`config.mk`:
```
export PLATFORM = sky130hd
export DESIGN_NAME = crc8_frame_receiver_link_watchdog
export DESIGN_NICKNAME = d
export VERILOG_FILES = /design/src/hw/rtl/crc8rx_pkg.sv /design/src/hw/rtl/crc8rx_ctrl.sv /design/src/hw/rtl/crc8rx_dp.sv /design/src/hw/rtl/crc8_frame_receiver_link_watchdog.sv
export SDC_FILE = /design/constraint.sdc
export NUM_CORES = 1
export LEC_CHECK = 0
export ABC_CLOCK_PERIOD_IN_PS = 8000
export BUFFER_PORTS_ARGS = -buffer_cell sky130_fd_sc_hd__buf_2
export CORE_ASPECT_RATIO = 1.1
export CORE_UTILIZATION = 25
export DETAILED_ROUTE_END_ITERATION = 6
export HOLD_SLACK_MARGIN = 0.1
export PLACE_DENSITY_LB_ADDON = 0.05
export SKIP_LAST_GASP = 1
export SLEW_MARGIN = 20
export SYNTH_ARGS = -nofsm -noshare
export SYNTH_HDL_FRONTEND = slang
export SYNTH_HIERARCHICAL = 1
export SYNTH_SLANG_ARGS = --single-unit
```
`constraint.sdc`:
```
create_clock -name clk_i -period 8 [get_ports clk_i]
set_input_delay 1.6 -clock clk_i [delete_from_list [all_inputs] [get_ports clk_i]]
set_output_delay 1.6 -clock clk_i [all_outputs]
set_load 0.005 [all_outputs]
```
`src/hw/rtl/crc8rx_pkg.sv`:
```
// Shared types, constants and register codes for the CRC-8 frame receiver.
package crc8rx_pkg;

  localparam int unsigned FrameBytes = 8;
  localparam int unsigned PhaseCount = 4;
  localparam int unsigned IdxW       = $clog2(FrameBytes);
  localparam int unsigned FillW      = IdxW + 1;
  localparam int unsigned CfgIdxW    = 3;
  localparam int unsigned CfgDataW   = 32;
  localparam int unsigned InDataW    = 40;
  localparam int unsigned OutDataW   = 40;

  // Configuration register indexes
  localparam logic [CfgIdxW-1:0] CfgStartMarker = 3'd0;
  localparam logic [CfgIdxW-1:0] CfgVersion     = 3'd1;
  localparam logic [CfgIdxW-1:0] CfgPhaseMasks  = 3'd2;
  localparam logic [CfgIdxW-1:0] CfgStatusMask  = 3'd3;
  localparam logic [CfgIdxW-1:0] CfgTimeout     = 3'd4;

  // Reset values
  localparam logic [15:0] RstStartMarker = 16'hAA55;
  localparam logic [7:0]  RstVersion     = 8'd2;
  localparam logic [31:0] RstPhaseMasks  = 32'hFFFF_FFFF;
  localparam logic [7:0]  RstStatusMask  = 8'h00;
  localparam logic [31:0] RstTimeout     = 32'd500;

  localparam logic [7:0] CrcPoly = 8'h07;

  typedef enum logic [2:0] {
    ErrNone     = 3'd0,
    ErrCrc      = 3'd1,
    ErrVersion  = 3'd2,
    ErrPhase    = 3'd3,
    ErrReserved = 3'd4
  } err_e;

  typedef enum logic [2:0] {
    StIdle,
    StTick,
    StCheck,
    StDrop,
    StAlign,
    StCrc,
    StEval,
    StDone
  } state_e;

  typedef struct packed {
    logic capture;      // take the input word
    logic tick;         // run the watchdog check
    logic drop;         // drop the head byte of the window
    logic align_shift;  // drop the head byte during resync scan
    logic crc_step;     // fold one frame byte into the CRC
    logic eval;         // judge the full frame
    logic publish;      // load the result into the output register
  } cmd_t;

  typedef struct packed {
    logic full;         // window holds a whole frame
    logic marker_ok;    // window opens with both sync bytes
    logic align_done;   // window empty or head is the first sync byte
    logic crc_last;     // last CRC byte being folded in
    logic frame_bad;    // checked frame has an error
    logic out_free;     // output register can take a result
  } status_t;

endpackage

```
`src/hw/rtl/crc8rx_ctrl.sv`:
```
// Sequencer for the frame receiver: steps the datapath through each word.
module crc8rx_ctrl
  import crc8rx_pkg::*;
(
  input  logic    clk_i,
  input  logic    rst_ni,
  input  logic    in_valid_i,
  input  logic    in_tick_i,
  output logic    in_ready_o,
  input  status_t status_i,
  output cmd_t    cmd_o
);

  state_e state_q, state_d;

  always_ff @(posedge clk_i or negedge rst_ni) begin
    if (!rst_ni) begin
      state_q <= StIdle;
    end else begin
      state_q <= state_d;
    end
  end

  always_comb begin
    state_d = state_q;
    case (state_q)
      StIdle: begin
        if (in_valid_i) begin
          state_d = in_tick_i ? StTick : StCheck;
        end
      end
      StTick:  state_d = StDone;
      StCheck: begin
        if (!status_i.full) begin
          state_d = StAlign;
        end else if (!status_i.marker_ok) begin
          state_d = StDrop;
        end else begin
          state_d = StCrc;
        end
      end
      StDrop:  state_d = StAlign;
      StAlign: begin
        if (status_i.align_done) begin
          state_d = StDone;
        end
      end
      StCrc: begin
        if (status_i.crc_last) begin
          state_d = StEval;
        end
      end
      StEval:  state_d = status_i.frame_bad ? StDrop : StDone;
      StDone: begin
        if (status_i.out_free) begin
          state_d = StIdle;
        end
      end
      default: state_d = StIdle;
    endcase
  end

  always_comb begin
    cmd_o      = '0;
    in_ready_o = 1'b0;
    case (state_q)
      StIdle: begin
        in_ready_o    = 1'b1;
        cmd_o.capture = in_valid_i;
      end
      StTick:  cmd_o.tick        = 1'b1;
      StDrop:  cmd_o.drop        = 1'b1;
      StAlign: cmd_o.align_shift = !status_i.align_done;
      StCrc:   cmd_o.crc_step    = 1'b1;
      StEval:  cmd_o.eval        = 1'b1;
      StDone:  cmd_o.publish     = status_i.out_free;
      default: cmd_o = '0;
    endcase
  end

endmodule

```
`src/hw/rtl/crc8rx_dp.sv`:
```
// Datapath: config registers, byte window, CRC, frame checks, watchdog, result register.
module crc8rx_dp
  import crc8rx_pkg::*;
(
  input  logic                clk_i,
  input  logic                rst_ni,
  // config write
  input  logic                cfg_valid_i,
  output logic                cfg_ready_o,
  input  logic [CfgIdxW-1:0]  cfg_index_i,
  input  logic [CfgDataW-1:0] cfg_data_i,
  // input word
  input  logic                in_tick_i,
  input  logic [7:0]          in_byte_i,
  input  logic [31:0]         in_now_i,
  // result word
  output logic                out_valid_o,
  input  logic                out_ready_i,
  output logic [OutDataW-1:0] out_data_o,
  // sequencer
  input  cmd_t                cmd_i,
  output status_t             status_o
);

  function automatic logic [7:0] crc8_byte(input logic [7:0] c_in);
    logic [7:0] c;
    c = c_in;
    for (int b = 0; b < 8; b++) begin
      c = c[7] ? ((c << 1) ^ CrcPoly) : (c << 1);
    end
    return c;
  endfunction

  // configuration
  logic [15:0] marker_q;
  logic [7:0]  version_q;
  logic [31:0] ph_masks_q;
  logic [7:0]  st_mask_q;
  logic [31:0] timeout_q;

  assign cfg_ready_o = 1'b1;

  always_ff @(posedge clk_i or negedge rst_ni) begin
    if (!rst_ni) begin
      marker_q   <= RstStartMarker;
      version_q  <= RstVersion;
      ph_masks_q <= RstPhaseMasks;
      st_mask_q  <= RstStatusMask;
      timeout_q  <= RstTimeout;
    end else if (cfg_valid_i) begin
      case (cfg_index_i)
        CfgStartMarker: marker_q   <= cfg_data_i[15:0];
        CfgVersion:     version_q  <= cfg_data_i[7:0];
        CfgPhaseMasks:  ph_masks_q <= cfg_data_i;
        CfgStatusMask:  st_mask_q  <= cfg_data_i[7:0];
        CfgTimeout:     timeout_q  <= cfg_data_i;
        default: ;
      endcase
    end
  end

  logic [7:0] sof1, sof2;
  assign sof1 = marker_q[15:8];
  assign sof2 = marker_q[7:0];

  // window
  logic [7:0]      win_q [FrameBytes];
  logic [FillW-1:0] fill_q, fill_d;
  logic [IdxW-1:0]  wr_idx;
  logic             append;
  logic             shift;

  assign append = cmd_i.capture && !in_tick_i;
  assign shift  = cmd_i.drop || cmd_i.align_shift;
  // a full window is never left at rest, but wrap like a fresh frame if it is
  assign wr_idx = fill_q[IdxW] ? '0 : fill_q[IdxW-1:0];

  always_ff @(posedge clk_i) begin
    if (append) begin
      win_q[wr_idx] <= in_byte_i;
    end else if (shift) begin
      for (int j = 0; j < FrameBytes - 1; j++) begin
        win_q[j] <= win_q[j+1];
      end
    end
  end

  // captured time, CRC
  logic [31:0]     now_q;
  logic [7:0]      crc_q;
  logic [IdxW-1:0] crc_cnt_q;
  logic [IdxW-1:0] crc_idx;

  assign crc_idx = crc_cnt_q + IdxW'(2);

  always_ff @(posedge clk_i or negedge rst_ni) begin
    if (!rst_ni) begin
      crc_q     <= '0;
      crc_cnt_q <= '0;
    end else if (cmd_i.capture) begin
      crc_q     <= '0;
      crc_cnt_q <= '0;
    end else if (cmd_i.crc_step) begin
      crc_q     <= crc8_byte(crc_q ^ win_q[crc_idx]);
      crc_cnt_q <= crc_cnt_q + IdxW'(1);
    end
  end

  always_ff @(posedge clk_i) begin
    if (cmd_i.capture) begin
      now_q <= in_now_i;
    end
  end

  // frame checks
  logic [7:0] f_ver, f_seq, f_ph, f_pay, f_st, f_crc, ph_mask;
  err_e       err;

  assign f_ver   = win_q[2];
  assign f_seq   = win_q[3];
  assign f_ph    = win_q[4];
  assign f_pay   = win_q[5];
  assign f_st    = win_q[6];
  assign f_crc   = win_q[7];
  assign ph_mask = ph_masks_q[{f_ph[1:0], 3'b000} +: 8];

  always_comb begin
    if (crc_q != f_crc) begin
      err = ErrCrc;
    end else if (f_ver != version_q) begin
      err = ErrVersion;
    end else if (f_ph >= 8'(PhaseCount)) begin
      err = ErrPhase;
    end else if (((f_pay & ph_mask) != '0) || ((f_st & st_mask_q) != '0)) begin
      err = ErrReserved;
    end else begin
      err = ErrNone;
    end
  end

  // link state
  logic [7:0]  last_seq_q;
  logic        seq_known_q;
  logic        link_q;
  logic [31:0] last_time_q;
  logic [31:0] elapsed;
  logic        expire;
  logic        frame_ok;
  logic        is_dup;

  assign elapsed  = now_q - last_time_q;
  assign expire   = cmd_i.tick && link_q && (elapsed >= timeout_q);
  assign frame_ok = cmd_i.eval && (err == ErrNone);
  assign is_dup   = seq_known_q && (f_seq == last_seq_q);

  always_comb begin
    fill_d = fill_q;
    if (append) begin
      fill_d = fill_q[IdxW] ? FillW'(1) : fill_q + FillW'(1);
    end else if (expire || frame_ok) begin
      fill_d = '0;
    end else if (shift) begin
      fill_d = fill_q - FillW'(1);
    end
  end

  always_ff @(posedge clk_i or negedge rst_ni) begin
    if (!rst_ni) begin
      fill_q      <= '0;
      last_seq_q  <= '0;
      seq_known_q <= 1'b0;
      link_q      <= 1'b0;
      last_time_q <= '0;
    end else begin
      fill_q <= fill_d;
      if (expire) begin
        link_q      <= 1'b0;
        seq_known_q <= 1'b0;
      end else if (frame_ok && !is_dup) begin
        last_seq_q  <= f_seq;
        seq_known_q <= 1'b1;
        last_time_q <= now_q;
        link_q      <= 1'b1;
      end
    end
  end

  // per-word result
  err_e       res_err_q;
  logic       res_acc_q, res_dup_q, res_lost_q;
  logic [7:0] res_seq_q, res_pay_q, res_st_q;
  logic [1:0] res_ph_q;

  always_ff @(posedge clk_i) begin
    if (cmd_i.capture) begin
      res_err_q  <= ErrNone;
      res_acc_q  <= 1'b0;
      res_dup_q  <= 1'b0;
      res_lost_q <= 1'b0;
      res_seq_q  <= '0;
      res_ph_q   <= '0;
      res_pay_q  <= '0;
      res_st_q   <= '0;
    end else if (expire) begin
      res_lost_q <= 1'b1;
    end else if (cmd_i.eval) begin
      res_err_q <= err;
      if (err == ErrNone) begin
        res_seq_q <= f_seq;
        if (is_dup) begin
          res_dup_q <= 1'b1;
        end else begin
          res_acc_q <= 1'b1;
          res_ph_q  <= f_ph[1:0];
          res_pay_q <= f_pay;
          res_st_q  <= f_st;
        end
      end
    end
  end

  // output register
  logic                out_valid_q;
  logic [OutDataW-1:0] out_data_q;

  always_ff @(posedge clk_i or negedge rst_ni) begin
    if (!rst_ni) begin
      out_valid_q <= 1'b0;
    end else if (cmd_i.publish) begin
      out_valid_q <= 1'b1;
    end else if (out_ready_i) begin
      out_valid_q <= 1'b0;
    end
  end

  always_ff @(posedge clk_i) begin
    if (cmd_i.publish) begin
      out_data_q <= {7'd0, link_q, res_lost_q, res_st_q, res_pay_q, res_ph_q,
                     res_seq_q, res_dup_q, res_acc_q, res_err_q};
    end
  end

  assign out_valid_o = out_valid_q;
  assign out_data_o  = out_data_q;

  // status
  assign status_o.full       = fill_q[IdxW];
  assign status_o.marker_ok  = (win_q[0] == sof1) && (win_q[1] == sof2);
  assign status_o.align_done = (fill_q == '0) || (win_q[0] == sof1);
  assign status_o.crc_last   = (crc_cnt_q == IdxW'(4));
  assign status_o.frame_bad  = (err != ErrNone);
  assign status_o.out_free   = !out_valid_q || out_ready_i;

endmodule

```
`src/hw/rtl/crc8_frame_receiver_link_watchdog.sv`:
```
// Top level of the CRC-8 framed serial receiver with link watchdog.
//
//  channel  | direction | signals                          | contents
//  ---------+-----------+----------------------------------+---------------------------------
//  s_axis   | in        | tvalid tready tdata[39:0] tuser  | byte word or watchdog tick
//  m_axis   | out       | tvalid tready tdata[39:0]        | one result word per input word
//  cfg      | in        | valid ready index[2:0] data[31:0]| register writes, always ready
//
// A tick runs the watchdog check; a byte while collecting is appended and then head bytes
// are dropped in the resync scan until the window is empty or opens with the first sync byte;
// a full frame is CRC-checked and judged, then rescanned when rejected, as is a full window without the sync pair.
// The CRC unit and the window shifter each handle one byte per cycle.
// Reset empties the window, forgets the sequence and drops the link.
// A stalled result stays in the output register while the next word is taken.
module crc8_frame_receiver_link_watchdog
  import crc8rx_pkg::*;
(
  input  logic                clk_i,
  input  logic                rst_ni,
  input  logic                s_axis_tvalid,
  output logic                s_axis_tready,
  input  logic [InDataW-1:0]  s_axis_tdata,  // byte_value[7:0], now_ms[39:8]
  input  logic                s_axis_tuser,  // opcode
  output logic                m_axis_tvalid,
  input  logic                m_axis_tready,
  // error_code[2:0], frame_accepted[3], duplicate[4], seq_number[12:5],
  // phase_code[14:13], payload_byte[22:15], status_byte[30:23], link_lost[31],
  // link_up[32], zero[39:33]
  output logic [OutDataW-1:0] m_axis_tdata,
  input  logic                cfg_valid_i,
  output logic                cfg_ready_o,
  input  logic [CfgIdxW-1:0]  cfg_index_i,
  input  logic [CfgDataW-1:0] cfg_data_i
);

  cmd_t    cmd;
  status_t status;

  crc8rx_ctrl u_ctrl (
    .clk_i      (clk_i),
    .rst_ni     (rst_ni),
    .in_valid_i (s_axis_tvalid),
    .in_tick_i  (s_axis_tuser),
    .in_ready_o (s_axis_tready),
    .status_i   (status),
    .cmd_o      (cmd)
  );

  crc8rx_dp u_dp (
    .clk_i       (clk_i),
    .rst_ni      (rst_ni),
    .cfg_valid_i (cfg_valid_i),
    .cfg_ready_o (cfg_ready_o),
    .cfg_index_i (cfg_index_i),
    .cfg_data_i  (cfg_data_i),
    .in_tick_i   (s_axis_tuser),
    .in_byte_i   (s_axis_tdata[7:0]),
    .in_now_i    (s_axis_tdata[39:8]),
    .out_valid_o (m_axis_tvalid),
    .out_ready_i (m_axis_tready),
    .out_data_o  (m_axis_tdata),
    .cmd_i       (cmd),
    .status_o    (status)
  );

endmodule

```
## After elaboration in Yosys (flattened, before gate mapping)

Memory sizes are Yosys's and may differ from the RTL's.
Index checks and enable logic that the tools add are counted.

- ROM bits: 0
- Word-level logic and storage cells: 155
- Bits in latches: 0
- Register bits: 253
- Output and inout port bits: 43
- Memories kept: 1
- Input bits: 81
- Memory bits (writable): 64

- Bitwise logic cells: 13
- Shift-type cells: 1
- Reduce and logical (&&, ||, !) cells: 39
- $add $sub $neg: 5
- Multiplexer cells: 50
- Equality and inequality tests: 21
- $mul: 0
- Order comparisons: 2
- Div/mod/pow operators: 0

Memories:

| memory | words | width | read ports | clocked after memory_dff | write ports | RTL line | source |
|---|---|---|---|---|---|---|---|
| u_dp.win_q | 8 | 8 | 9 | 0 | 7 | crc8rx_dp.sv:67 | `logic [7:0] win_q [FrameBytes];` |

Operators with widths:

| cell | count |
|---|---|
| 2-to-1 mux 3 bit | 23 |
| greater-or-equal comparator 32 bit | 1 |
| indexed part select 32 x 6 -> 8 bit | 1 |
| subtractor 32 bit | 1 |
| == test 8 bit | 3 |
| 2-to-1 mux 8 bit | 3 |
| NOT 3 bit | 8 |
| one-hot mux 3 bit (8 select lines) | 1 |
| == test 3 bit (second input constant) | 6 |
| 2-to-1 mux 1 bit | 18 |
| bitwise AND 8 bit | 2 |
| 2-to-1 mux 4 bit | 4 |
| != test 8 bit | 2 |
| nonzero test 8 bit | 2 |
| AND reduction 2 bit | 7 |
| == test 3 x 2 -> 1 bit (second input constant) | 4 |
| AND reduction 4 bit | 3 |
| logical NOT 3 bit | 3 |
| greater-or-equal comparator 8 x 3 -> 1 bit (second input constant) | 1 |
| OR reduction 8 bit | 1 |
| bitwise XOR 8 bit | 1 |
| logical AND 1 bit | 7 |
| == test 3 x 1 -> 1 bit (second input constant) | 2 |
| nonzero test 2 bit | 3 |
| other kinds (13) | 24 |

## Logic depth before layout (Yosys ltp)

Gate-level depths: netlist of run 1.
An unclocked memory read counts as a cell.

- Depth in word-level cells: 21
- Depth in mapped cells: 23
- Depth with buffers taken out: 21

## Modules after synthesis

The synthesis of run 1 kept the hierarchy.

By module, submodules not included:

| module | sequential area each (um2) | cells each | area each (um2) | times used |
|---|---|---|---|---|
| crc8rx_dp | 8401.8 | 1343 | 15890.2 | 1 |
| crc8rx_ctrl | 75.1 | 38 | 296.5 | 1 |

## Worst setup path after synthesis of run 1

No wires, ideal clock.

- Kind: reg2reg
- Start point: register u_dp.now_q[0]
- End point: register u_dp.last_seq_q[7]
- Period minus slack after synthesis: 4.302 ns
- Stages on the path, launching flop included: 24
- Arrival: 4.177 ns
- Path buffers: 2
- Required time: 7.875 ns
- Setup time: 0.125 ns
- Setup slack: 3.698 ns
- Path through: edfxtp_1 inv_1 ha_1 inv_1 fa_1 a211oi_1 o21bai_1 a21oi_1 nand2b_1 a21boi_0 o31a_1 o41ai_1 xnor2_1 ha_1 a21o_1 a21o_1 a21oi_1 a211oi_1 o22ai_1 a21o_1 and3_2 buf_12 buf_12 mux2_4

- Word-level cells in the longest chain between the ends: 5

RTL lines:

| element | RTL line | source |
|---|---|---|
| from (decl) | crc8rx_dp.sv:89 | `logic [31:0] now_q;` |
| from (signal assigned) | crc8rx_dp.sv:111 | `now_q <= in_now_i;` |
| subtractor 32 bit | crc8rx_dp.sv:151 | `assign elapsed = now_q - last_time_q;` |
| greater-or-equal comparator 32 bit | crc8rx_dp.sv:152 | `assign expire = cmd_i.tick && link_q && (elapsed >= timeout_q);` |
| logical AND 1 bit | crc8rx_dp.sv:152 |  |
| NOT 1 bit (no line) | -- |  |
| AND reduction 2 bit (no line) | -- |  |
| to (signal assigned) | crc8rx_dp.sv:180 | `last_seq_q <= f_seq;` |
| to (decl) | crc8rx_dp.sv:142 | `logic [7:0] last_seq_q;` |

No other way between the ends.
A chain may end at the register's enable or synchronous reset.

## Worst setup path in the final report of run 1

- Start point: register u_dp.now_q[0]
- End point: register u_dp.last_seq_q[4]

Same word-level chain as after synthesis.

==> results of run 1 <==
## worst max-delay path by stage
stage                                       to  slack, ps  cells after the start
after floorplan             u_dp/last_seq_q[7]       3700                     23
after global placement      u_dp/last_seq_q[5]       2310                     22
after detailed placement  u_dp/last_time_q[27]       2290                     22
after CTS                   u_dp/last_seq_q[4]       2220                     22
after global routing        u_dp/last_seq_q[7]       1920                     20
final                       u_dp/last_seq_q[4]       2460                     22
## Yosys cell counts, types with 7 or more instances
cell type,count
sky130_fd_sc_hd__nor2b_1,8
sky130_fd_sc_hd__xor2_1,41
sky130_fd_sc_hd__mux2_4,30
sky130_fd_sc_hd__a31oi_1,9
sky130_fd_sc_hd__nand2b_1,12
sky130_fd_sc_hd__inv_1,76
sky130_fd_sc_hd__o31ai_1,21
sky130_fd_sc_hd__a21o_1,69
sky130_fd_sc_hd__buf_2,7
sky130_fd_sc_hd__dfstp_2,47
sky130_fd_sc_hd__mux2_2,84
sky130_fd_sc_hd__nand3_1,26
sky130_fd_sc_hd__and2_1,11
sky130_fd_sc_hd__ha_1,67
sky130_fd_sc_hd__xnor2_1,45
sky130_fd_sc_hd__nand2_1,82
sky130_fd_sc_hd__clkbuf_1,54
sky130_fd_sc_hd__nor3_1,22
sky130_fd_sc_hd__nor2_1,62
sky130_fd_sc_hd__mux4_2,16
sky130_fd_sc_hd__nor4_1,9
sky130_fd_sc_hd__dfrtp_1,109
sky130_fd_sc_hd__nand4_1,33
sky130_fd_sc_hd__o211ai_1,7
sky130_fd_sc_hd__o22ai_1,11
sky130_fd_sc_hd__o21ai_0,72
sky130_fd_sc_hd__dfxtp_1,32
sky130_fd_sc_hd__a21oi_1,75
sky130_fd_sc_hd__mux2i_1,11
sky130_fd_sc_hd__edfxtp_1,129
sky130_fd_sc_hd__buf_4,13
## report_power, final
group | switching [mW] | internal [mW] | total [mW]
registers | 0.394 | 2.26 | 2.66
clock network | 0.736 | 1.20 | 1.93
logic | 1.13 | 0.908 | 2.03
## sequential cells by signal (all words and copies together) (netlist names), 2 cells and up
signal,cells
u_dp/win_q,64
u_dp/out_data_o,33
u_dp/last_time_q,32
u_dp/now_q,32
u_dp/ph_masks_q,32
u_dp/timeout_q,32
u_dp/marker_q,16
u_dp/crc_q,8
u_dp/last_seq_q,8
u_dp/res_pay_q,8
u_dp/res_seq_q,8
u_dp/res_st_q,8
u_dp/st_mask_q,8
u_dp/version_q,8
u_dp/fill_q,4
u_ctrl/state_q,3
u_dp/crc_cnt_q,3
u_dp/res_err_q,3
u_dp/res_ph_q,2
## final cells by class
| type | count | area, um2 | area share |
|---|---|---|---|
| clock buffers | 70 | 1333 | 0.07001 |
| clock inverters | 7 | 92.59 | 0.004865 |
| inverters | 79 | 296.5 | 0.01558 |
| multi-input cells | 912 | 7058 | 0.3708 |
| flip-flops and latches | 317 | 8477 | 0.4454 |
| well taps | 841 | 1052 | 0.05529 |
| repair buffers | 134 | 724.4 | 0.03806 |
## metal layers
layer | vias up | global-route usage | share of wire | routed length [um]
met5 | - | 0 | 0 | 0
met2 | 180 | 0.2622 | 0.50 | 23970
met3 | 54 | 0.02488 | 0.034 | 1614
met4 | 0 | 0.03632 | 0.019 | 900
li1 | 5226 | - | - | -
met1 | 5287 | 0.1867 | 0.45 | 21310
## cell families (layout without fill, tap and decap cells)
group | count (synthesis) | in the layout | synth area share
AO/OA/AOI/OAI | 312 | 312 | 0.1238
XOR/XNOR | 88 | 88 | 0.04932
adder cells (fa/ha/maj) | 68 | 68 | 0.05303
buffers and inverters | 158 | 290 | 0.04468
flip-flops | 317 | 317 | 0.5237
multiplexers | 141 | 141 | 0.1153
other | 2 | 8 | 0.0004640
AND/OR/NAND/NOR | 295 | 295 | 0.08967
## through the flow
step                utilization  cells  setup slack [ps]  total power [mW]
floorplan                     -   1387              3698             4.030
global placement         0.2758   2283              2311             4.774
detailed placement       0.2758   2283              2286             4.780
CTS                      0.2981   2360              2223             6.773
global route             0.2981   2360              1917             7.065
finish                   0.2981   2360              2456             6.625
==> results, run 1 <==
- The DRC marker count from the first detailed-route iteration is 478.
- Along the worst hold path, the cell count comes to 0.
- Dividing the detail-routed wire length by the instance count gives 20.25 um.
- The summed negative setup slack over all endpoints is 0 ps.
- The number of instances resized during post-cts repair is 0.
- The CTS tree is built.
- The number of warnings issued by yosys is 6.
- Counting the buffers created by CTS gives 42.
- The largest stage delay on the critical path is around 750 ps.
- For the worst-skew pair, the clock arrives at the later sink with an insertion delay of between 500 and 600 ps.
- The clock tree synthesis step divided the H-tree into 2 levels.
- The category of the worst setup path capture point is a flip-flop.
- At the pin with the least slew margin, the transition time is 1133 ps.
- The area inside the core boundary is 0.06384 mm2.
- The area growth from synthesis to layout is 17.59%.
- The data arrival time of the critical path is roughly 6000 ps.
- The synthesized netlist contains approximately 70 unique library cells.
- By area the synthesized netlist is led by sky130_fd_sc_hd__edfxtp_1 24%, sky130_fd_sc_hd__dfrtp_1 17%, sky130_fd_sc_hd__dfstp_2 7.6%, sky130_fd_sc_hd__mux2_2 5.8%, sky130_fd_sc_hd__ha_1 5.2%.
- The number of buffer cells added on primary ports is 115.
- The critical path launch point is u_dp/now_q[0].
- After routing the design area is between 0.015 and 0.02 mm2.
- The DRC violation count after routing is 0.
- The proportion of synthesized chip area in sequential cells is 0.5237.
- In this run the count of I/O pins placed on the die edge is roughly 120.
- The number of hold buffers added after CTS was 0.
- Power spread over the standard cell area amounts to between 300 and 400 mW/mm2.
- The startpoint of the lowest-slack register-to-register path is u_dp/now_q[0].
- The average size of a mapped cell is approximately 12 um2.
- The cell count after synthesis is roughly 1,400.
- The classification of the worst setup path is reg -> reg.
- The floorplan die height is about 270 um.
- The first global-routing pass estimated about 73,000 um of wire.
- The kind of cell with the highest combined delay along the critical path is compound AO/OA/AOI/OAI gates.
- The starting density of the core is 0.2536.
- The via count of the first global-routing pass is roughly 11,000.
- The average via count per standard cell is approximately 4.6.
- The number of max-cap violations is 0.
- The overall track demand over capacity in global routing is 0.1483.
- The number of sinks on the clock net is between 300 and 400.
- The cell area that synthesis handed to floorplanning was 0.01619 mm2.
- The detail route stage leaves a number of antenna-violating nets equal to 0.
- The first detailed-routing pass took 5 iterations.
- The final layout net count is around 1,600.
- Clock-pin slew was measured on the worst setup and hold paths at roughly 60 ps.
- The number of inserted diodes is 0.
- The smallest hold slack is between 400 and 500 ps.
- The total number of vias is roughly 11,000.
- The HPWL after detailed placement is 35,750 um.
- At the worst endpoint, the required time is 8440 ps.
- For this design the static power due to leakage is 7.631 nW.
- The peak ir drop on the vdd network is 0.1322 mV.
- The congestion estimate from routability-driven global placement came to ~0.75.
- In the layout the commonest cells are 129 x sky130_fd_sc_hd__edfxtp_1, 114 x sky130_fd_sc_hd__buf_2, 109 x sky130_fd_sc_hd__dfrtp_1.
- Of the post-synthesis cell area, the dominant cell type holds 0.2393.
- The final-report hold violation count is 0.
- In this run the core area contains between 90 and 100 standard-cell rows.
- The layout filler cell count is between 6,000 and 7,000.
- The flip-flop and latch count after synthesis is 317.
- Setup repair after global routing left no endpoint under its margin.
- The end point of the most critical hold path is u_dp/out_data_o[9].
- The total length of routed wires is around 48,000 um.
- The signal on the critical path passes through inv_1 -> ha_1 -> inv_1 -> fa_1 -> a211oi_1 -> o21bai_1 -> a21oi_1 -> nand2b_1 -> a21boi_0 -> o31a_1 -> o41ai_1 -> xnor2_1 -> ha_1 -> a21o_1 -> a21o_1 -> a21oi_1 -> a211oi_1 -> o22ai_1 -> a21o_1 -> and3_2 -> buf_4 -> mux2_4.
- Of all flip-flops after synthesis, the portion carrying an async set or reset was 0.4921.
- Across all register-to-register paths, the minimum setup slack is between 2000 and 2500 ps.
- The cell with the biggest individual delay on the critical path is sky130_fd_sc_hd__and3_2.
- For the finished layout, the period the worst path requires is between 5000 and 6000 ps.
- The synthesized design contains approximately 130 enable-type register cells.
- The placed instances occupy a cell area of approximately 0.018 mm2.
- For this run the aggregate overflow at the end of global routing stands at 0.
- Leaving out fill and tap cells, the most frequent cell in the layout is sky130_fd_sc_hd__edfxtp_1.
- The type of element launching the critical path is a flip-flop.
- The leading register cell type out of synthesis is sky130_fd_sc_hd__edfxtp_1.
- The biggest area contributor in the post-synthesis netlist is sky130_fd_sc_hd__edfxtp_1.
- In the final layout, the share of cells above drive strength 1 is 0.2574.
- In this run the most critical hold path is launched from u_dp/res_seq_q[4].
- Counting both buffers and inverters, the worst setup path holds a total of 3.
- The biggest fanout along the worst timing path is 27.
- The number of antenna violations at the first check in global routing came to 3.
- The cell sitting at the root of the clock tree is a sky130_fd_sc_hd__clkbuf_16.
- The pin count of the biggest net entering global routing is 81.
- After clock tree synthesis, the setup repair step added 0 buffers.
- On the final layout, the worst clock skew is between 15 and 20 ps.
- The count of final max-slew check failures is 0.
- In this run the critical register-to-register path is captured at u_dp/last_seq_q[4].
- The cell type with the highest occurrence count on the critical path is sky130_fd_sc_hd__a21o_1.
- The worst relative slew slack is 0.2419.
- The number of buffers between clock root and the deepest sink is 3.
- Based on the critical path, the design can be clocked at up to between 0.15 and 0.2 GHz.
- The portion of the clock cycle consumed by the worst path in the final layout is 0.6930.
- The worst min-delay path class is reg -> reg.
- The floorplan step defined a die boundary enclosing roughly 0.066 mm2.
- The flow ran to the end, and the final reports show no timing, DRC or antenna violations.
- Measured along the x axis, the die boundary spans around 240 um.
- The number of cells on the worst reg-to-reg path is 22.
- The final-report setup violation count is 0.
Power figures use the tool's default switching activity.
==> run 2, diff against run 1 <==
- ABC_CLOCK_PERIOD_IN_PS: 8000 -> 5300
- clock period: 8 -> 5.3 ns (I/O delays scaled with it)
==> run 2 against run 1 <==
Critical path depth unchanged. Critical path type unchanged. Sequential power is 53% higher. Sequential cell count is the same. Core utilization is 0.067 points lower. Clock power grew 45%. Count of clock-buffer cells in the layout is 10 lower. First-iteration DRC count down 9.8%. Final cell count shrank 0.21%. Critical endpoint is now u_dp/last_time_q[4]. Maximum frequency grew 12%. Power up 49%. Worst hold slack got worse by 4.7 ps.
==> results, run 2 (synthesized netlist as in run 1, its figures left out) <==
- From bottom edge to top edge, the die measures about 270 um.
- The setup path with the least slack is of type reg -> reg.
- For this run, the number of standard cells in the final layout without fillers is 2,355.
- The H-tree was split into 2 levels.
- The type of element launching the critical path is a flip-flop.
- The count of final max-slew check failures is 0.
- In this run the tightest slew margin relative to its limit is 0.2908.
- Hold timing on the final database bottoms out at a slack of around 420 ps.
- At the end of routability-driven placement, the weighted congestion stood at between 0.7 and 0.8.
- The worst setup path is captured at a flip-flop.
- The repair_antennas step left the layout with diodes totalling 0.
- Setup repair after global routing left no endpoint under its margin.
- The number of buffers between clock root and the deepest sink is 3.
- The final worst slack is approximately 360 ps.
- The remaining number of nets flagged by the antenna check after routing is 0.
- The final-report hold violation count is 0.
- The biggest fanout along the worst timing path is 27.
- Of the available clock period, the critical path in the final layout requires 0.9312.
- The fraction of final layout cells sized beyond drive strength 1 is 0.2583.
- The root buffer cell is sky130_fd_sc_hd__clkbuf_16.
- Setup slack on the worst reg-to-reg path comes out at around 360 ps.
- The worst setup timing slack at the placement stage is 177.6 ps.
- In this run the critical register-to-register path is launched from u_dp/now_q[0].
- The register with the most flip-flops in the layout has 64 of them.
- The summed negative setup slack over all endpoints is 0 ps.
- VDD sags by at most about 0.2 mV.
- The worst hold path stage count is 0.
- TritonCTS built the clock tree.
- For the final database, setup skew stands at between 15 and 20 ps.
- The die covers around 0.066 mm2.
- The routed layout has 10,750 vias.
- After clock tree synthesis, the clock-pin slew on the worst setup and hold paths is approximately 60 ps.
- The detailed router finished its first iteration with 431 violations.
- The minimum period implied by the final worst setup slack is a little under 5000 ps.
- The first global-routing pass estimated 71,880 um of wire.
- The clock drives between 300 and 400 sinks.
- The endpoint required time on the critical path is between 5000 and 6000 ps.
- The number of max-cap violations is 0.
- The library cell used most frequently in the layout, excluding fill and tap cells, is sky130_fd_sc_hd__edfxtp_1.
- From synthesis to final layout, the design area changed by 17.32%.
- Before antenna repair, the detailed router went through 4 iterations.
- After detailed routing, the number of remaining DRC violations is 0.
- The cell leakage power is 7.606 nW.
- The slowest stage of the critical path belongs to the cell sky130_fd_sc_hd__fa_1.
- The depth of the worst register-to-register path is 22.
- The initial utilization of the core area, before any placement, comes to 0.2536.
- The worst min-delay path startpoint is u_dp/res_err_q[1].
- Clock latency on the worst-skew pair, taken at its later pin, is about 560 ps.
- After detailed routing, the number of vias per cell comes to between 4 and 5.
- Setup violations remaining at the end of the flow were counted as 0.
- In this run the count of I/O pins placed on the die edge is about 120.
- Leaving out fill and tap cells, the most frequent cells in the layout are 129 x sky130_fd_sc_hd__edfxtp_1, 114 x sky130_fd_sc_hd__buf_2, 109 x sky130_fd_sc_hd__dfrtp_1.
- Entering global routing, the biggest net connects about 80 pins.
- The average wire per standard cell is ~20 um.
- The number of setup buffers added after CTS is 0.
- The endpoint identified for the worst register-to-register timing path is u_dp/last_time_q[4].
- In this design, the critical path's most frequently occurring cell is sky130_fd_sc_hd__a21o_1.
- The signal on the critical path passes through inv_1 -> ha_1 -> inv_1 -> fa_1 -> a211oi_1 -> o21bai_1 -> a21oi_1 -> nand2b_1 -> a21boi_0 -> o31a_1 -> o41ai_1 -> xnor2_1 -> ha_1 -> a21o_1 -> a21o_1 -> a21oi_1 -> a211oi_1 -> o22ai_2 -> a21o_1 -> and3_2 -> buf_12 -> mux2_2.
- The count of placed standard cells including taps is ~2,300.
- For this run, the top clock speed supported by timing is 0.2026 GHz.
- The floorplan step defined a core boundary enclosing 0.06384 mm2.
- The total clock buffers created by CTS is between 40 and 50.
- In this run the core area contains 97 standard-cell rows.
- The overall track demand over capacity in global routing is 0.1473.
- The horizontal die dimension is about 240 um.
- For this design the ratio of total power to cell area is between 500 and 600 mW/mm2.
- The number of buffer cells added on primary ports is about 120.
- On the worst path, the slowest cell contributes a delay of 420 ps.
- The end point of the most critical hold path is u_dp/out_data_o[1].
- The number of antenna violations at the first check in global routing is 1.
- The routed design has ~48,000 um of wire.
- The HPWL after detailed placement is 35,380 um.
- The pin slew with the least headroom to its limit is around 1100 ps.
- The min-delay analysis places its worst path in the category reg -> reg.
- The register name with the most flops is u_dp/win_q.
- The final layout net count is between 1,500 and 2,000.
- The via count of the first global-routing pass is about 11,000.
- Data on the critical path arrives at its endpoint at approximately 5400 ps.
- The run finished with clean final reports.
- The leftover overflow at the end of global routing is 0.
[run 2: worst max-delay path, delay by kind of cell, from the launching register on]
family                   cells  cell delay [ps]
AO/OA/AOI/OAI               12             2410
adder cells (fa/ha/maj)      3              790
flip-flops                   1              370
buffers and inverters        3              360
AND/OR/NAND/NOR              2              360
multiplexers                 1              360
XOR/XNOR                     1              120
[run 2: final cells by class]
class                           instances  area [um2]
Fill cell                            6664       44850
Sequential cell                       317        8477
Multi-Input combinational cell        912        7067
Clock buffer                           60        1202
Tap cell                              841        1052
Timing Repair Buffer                  131       752.0
Inverter                               79       296.5
Clock inverter                         15       143.9
[run 2: how the worst max path moves through the flow]
stage	startpoint	end	slack, ps
floorplan	u_dp/now_q[0]	u_dp/last_seq_q[7]	1000
global placement	u_dp/now_q[0]	u_dp/last_time_q[0]	270
detailed placement	u_dp/now_q[0]	u_dp/last_time_q[0]	180
CTS	u_dp/now_q[0]	u_dp/last_time_q[0]	140
global route	u_dp/now_q[0]	u_dp/last_time_q[0]	20
finish	u_dp/now_q[0]	u_dp/last_time_q[4]	360
[run 2: report_power, final]
part / switching, mW / internal, mW / leakage (nW)
Sequential: 0.665 / 3.41 / 3.34
Combinational: 1.62 / 1.36 / 3.61
Clock: 1.12 / 1.68 / 0.655
Total: 3.41 / 6.45 / 7.61
[run 2: through the flow]
stage | utilization | area, um2 | power (mW)
2_1_floorplan | - | 16210 | 6.083
5_1_grt | 0.2975 | 18990 | 10.54
4_1_cts | 0.2973 | 18980 | 10.09
3_3_place_gp | 0.2763 | 17640 | 7.154
3_5_place_dp | 0.2763 | 17640 | 7.166
6_report | 0.2975 | 18990 | 9.858
[run 2: repair_timing]
item	CTS	global route
resized for setup	0	1
hold buffers	0	0
setup endpoints to repair	0	36
[run 2: layer usage]
metal,vias to the layer above,share of wire,track usage
li1,5210,-,-
met1,5310,0.45,0.1856
met2,182,0.50,0.2593
met3,50,0.033,0.02488
met4,0,0.020,0.03851
met5,-,0,0
==> run 3, diff against run 2 <==
- CAP_MARGIN: unset -> 30
- CORE_UTILIZATION: 25 -> 55
==> run 3 against run 2 <==
The run now ends with DRC left. Power fell by 3.8%. Sequential share of layout area grew 1.8 points. Clock skew about the same. Largest power group unchanged.
==> results, run 3 (synthesized netlist as in run 1, its figures left out) <==
- The type of element launching the critical path is a flip-flop.
- The clock tree synthesis step divided the H-tree into 2 levels.
- STA classifies the critical path endpoint as a flip-flop.
- The worst hold path belongs to the class reg -> reg.
- Data on the critical path arrives at its endpoint at ~5300 ps.
- The number of max-cap violations is 0.
- Fill cells in the final layout number between 2,000 and 2,500.
- The worst relative slew slack is 0.3895.
- Static timing analysis puts the maximum clock frequency at 0.2049 GHz.
- The average wire per standard cell is 20.11 um.
- The pin count of the biggest net entering global routing is 100.
- The share of power burned in combinational logic is 0.308.
- The cell sitting at the root of the clock tree is a sky130_fd_sc_hd__clkbuf_16.
- The number of buffer cells added on primary ports is about 120.
- The total clock buffers created by CTS is 35.
- The leading cell type in the layout, fill and taps excluded is sky130_fd_sc_hd__edfxtp_1.
- Setup repair after global routing left no endpoint under its margin.
- The share of total power dissipated in the clock network is 0.265.
- The sequential cell fraction of total power is 0.427.
- In the final design database the tool counted approximately 1,600 nets.
- In the routed design, unresolved DRC markers number 17.
- The starting density of the core is 0.5622.
- TritonCTS built the clock tree.
- The placer congestion estimate is 0.8870.
- In the routed layout, each cell is associated on average with a via count of about 5.8.
- The floorplan die height is between 150 and 200 um.
- After clock tree synthesis, the clock-pin slew on the worst setup and hold paths is approximately 60 ps.
- The library cells used most frequently in the layout, excluding fill and tap cells, are 129 x sky130_fd_sc_hd__edfxtp_1, 114 x sky130_fd_sc_hd__buf_2, 109 x sky130_fd_sc_hd__dfrtp_1.
- The number of buffers between clock root and the deepest sink is 3.
- STA puts the critical path data required time at 5690 ps.
- The detail route stage leaves a number of antenna-violating nets equal to 0.
- On the final layout, the worst clock skew is between 15 and 20 ps.
- The critical path is of the reg -> reg type.
- The sequential cell area is around 0.0085 mm2.
- The checks that failed: DRC.
- The area of combinational cells with multiple inputs is 0.007053 mm2.
- The run finished, with violations left.
- On the worst path, the slowest cell contributes a delay of about 420 ps.
- The internal power of the cells totals between 6 and 7 mW.
- For this design, the CTS-stage hold fixing added 0 buffers.
- In the finished design, the share of the clock period the worst path needs comes to 0.9210.
- The clock insertion delay at the later pin of the skew report is 520 ps.
- The cell with the biggest individual delay on the critical path is sky130_fd_sc_hd__fa_1.
- The site row count is 65.
- The summed negative setup slack over all endpoints is 0 ps.
- The cell family contributing the most delay on the critical path is compound AO/OA/AOI/OAI gates.
- After floorplanning, the core was sized to cover around 0.029 mm2.
- Relative to the synthesized area, the layout overhead comes to 12.79%.
- The number of flip-flops under the largest register name is 64.
- The leftover overflow at the end of global routing is 0.
- The switching share of power is 0.3328.
- The final-report setup violation count is 0.
- The total length of routed wires is 37,680 um.
- The count of final max-slew check failures is 0.
- The via count of the first global-routing pass was 10,850.
- At the pin with the least slew margin, the transition time is around 920 ps.
- The worst-case IR drop observed on VDD is between 0.2 and 0.3 mV.
- The die is about 170 um wide.
- For the finished layout, the period the worst path requires is approximately 5000 ps.
- The register name with the most flops is u_dp/win_q.
- The signal on the critical path passes through inv_1 -> ha_1 -> inv_1 -> fa_1 -> a211oi_1 -> o21bai_1 -> nand4b_1 -> nand3_1 -> a31oi_1 -> o211ai_1 -> a31oi_1 -> xnor2_1 -> ha_1 -> o21a_1 -> nor2_1 -> a21oi_1 -> nor3_1 -> a21o_1 -> and3_2 -> buf_12 -> mux2_2.
- For this design the total switching power over the nets is roughly 3.2 mW.
- The overall track demand over capacity in global routing is 0.2601.
- In this run the static leakage power is between 7 and 8 nW.
- The HPWL after detailed placement is 27,420 um.
- The number of buffers and inverters on the critical path is 3.
- The number of inserted diodes is 0.
- The tree built by TritonCTS fans out to about 320 sinks.
- The final route contains 10,890 vias.
- For this run, the detailed router's first-pass iteration total came to 7.
- The utilization after layout is 0.6341.
- The final-report hold violation count came to 0.
- Power spread over the standard cell area amounts to 519.5 mW/mm2.
- The fraction of final layout cells sized beyond drive strength 1 is 0.2551.
- The die covers ~0.030 mm2.
- In this run the count of I/O pins placed on the die edge is 124.
- The biggest fanout along the worst timing path is 37.
- The number of antenna violations at the first check in global routing is 0.
- For this block, the initial DRC count from the detailed router was roughly 750.
- The first global-routing pass estimated between 50,000 and 60,000 um of wire.
==> run 3: cell types whose count changed in the layout (fill, tap and decap cells not counted), sizes merged <==
cell	change
inv	-1
clkinvlp	-2
buf	+3
clkinv	-3
clkbuf	-7
bufinv	+1
==> run 3: power by group through the flow <==
stage	Combinational, mW	Clock (mW)	Sequential (mW)
3_3_place_gp	2.84	0	4.07
6_report	2.92	2.51	4.05
3_5_place_dp	2.90	0	4.08
4_1_cts	2.91	2.57	4.05
5_1_grt	3.23	2.66	4.12
2_1_floorplan	2.33	0	3.75
==> run 3: layout make-up <==
class,count,area share
sequential,317,0.4643
clock inverter,10,0.006922
multi-input combinational,912,0.3863
inverter,79,0.01624
timing repair buffer,134,0.04194
tap,368,0.02522
clock buffer,53,0.05901
==> run 3: worst reg2reg max path: cells and delay by family (launching register included) <==
family	cells	cell delay, ps
buffers and inverters	3	400
muxes	1	430
adders and majority gates	3	860
xor gates and xnor gates	1	140
AOI/OAI and AO/OA	8	1670
and+or+nand+nor	5	890
DFF	1	380
==> run 3: path summary, 6_finish.rpt <==
path / slack, ps / from / endpoint / cells past startpoint
max: 420 / u_dp/now_q[0] / u_dp/last_time_q[4] / 21
min: 430 / u_dp/res_seq_q[0] / u_dp/out_data_o[5] / 0
max reg2reg: 420 / u_dp/now_q[0] / u_dp/last_time_q[4] / 21
min reg2reg: 430 / u_dp/res_seq_q[0] / u_dp/out_data_o[5] / 0
max in group asynchronous: 3840 / rst_ni / u_dp/ph_masks_q[13] / 2
min in group asynchronous: 510 / rst_ni / u_ctrl/state_q[1] / 1
==> run 3: timing repair <==
item                       4_1_cts  5_1_grt
setup buffers                    0        0
hold endpoints to repair         0        0
gates resized for setup          0        1
setup endpoints to repair        0       35
==> run 3: per-layer routing <==
metal / up-vias / track usage / wire [um]
li1: 5210 / - / -
met1: 5304 / 0.3318 / 15830
met2: 318 / 0.4568 / 19010
met3: 53 / 0.03472 / 1904
met4: 0 / 0.07418 / 930
met5: - / 0 / 0
==> run 3: through the flow <==
step	power [mW]	hold slack (ps)	instance area, um2	instances	worst slack [ps]
floorplan	6.083	401.9	16210	1387	997.7
global placement	6.912	409.1	17030	1808	359.9
detailed placement	6.989	415.7	17040	1809	252.9
CTS	9.527	429.8	18240	1872	232.1
global route	10.01	442.5	18260	1873	56.04
finish	9.484	431.6	18260	1873	418.7
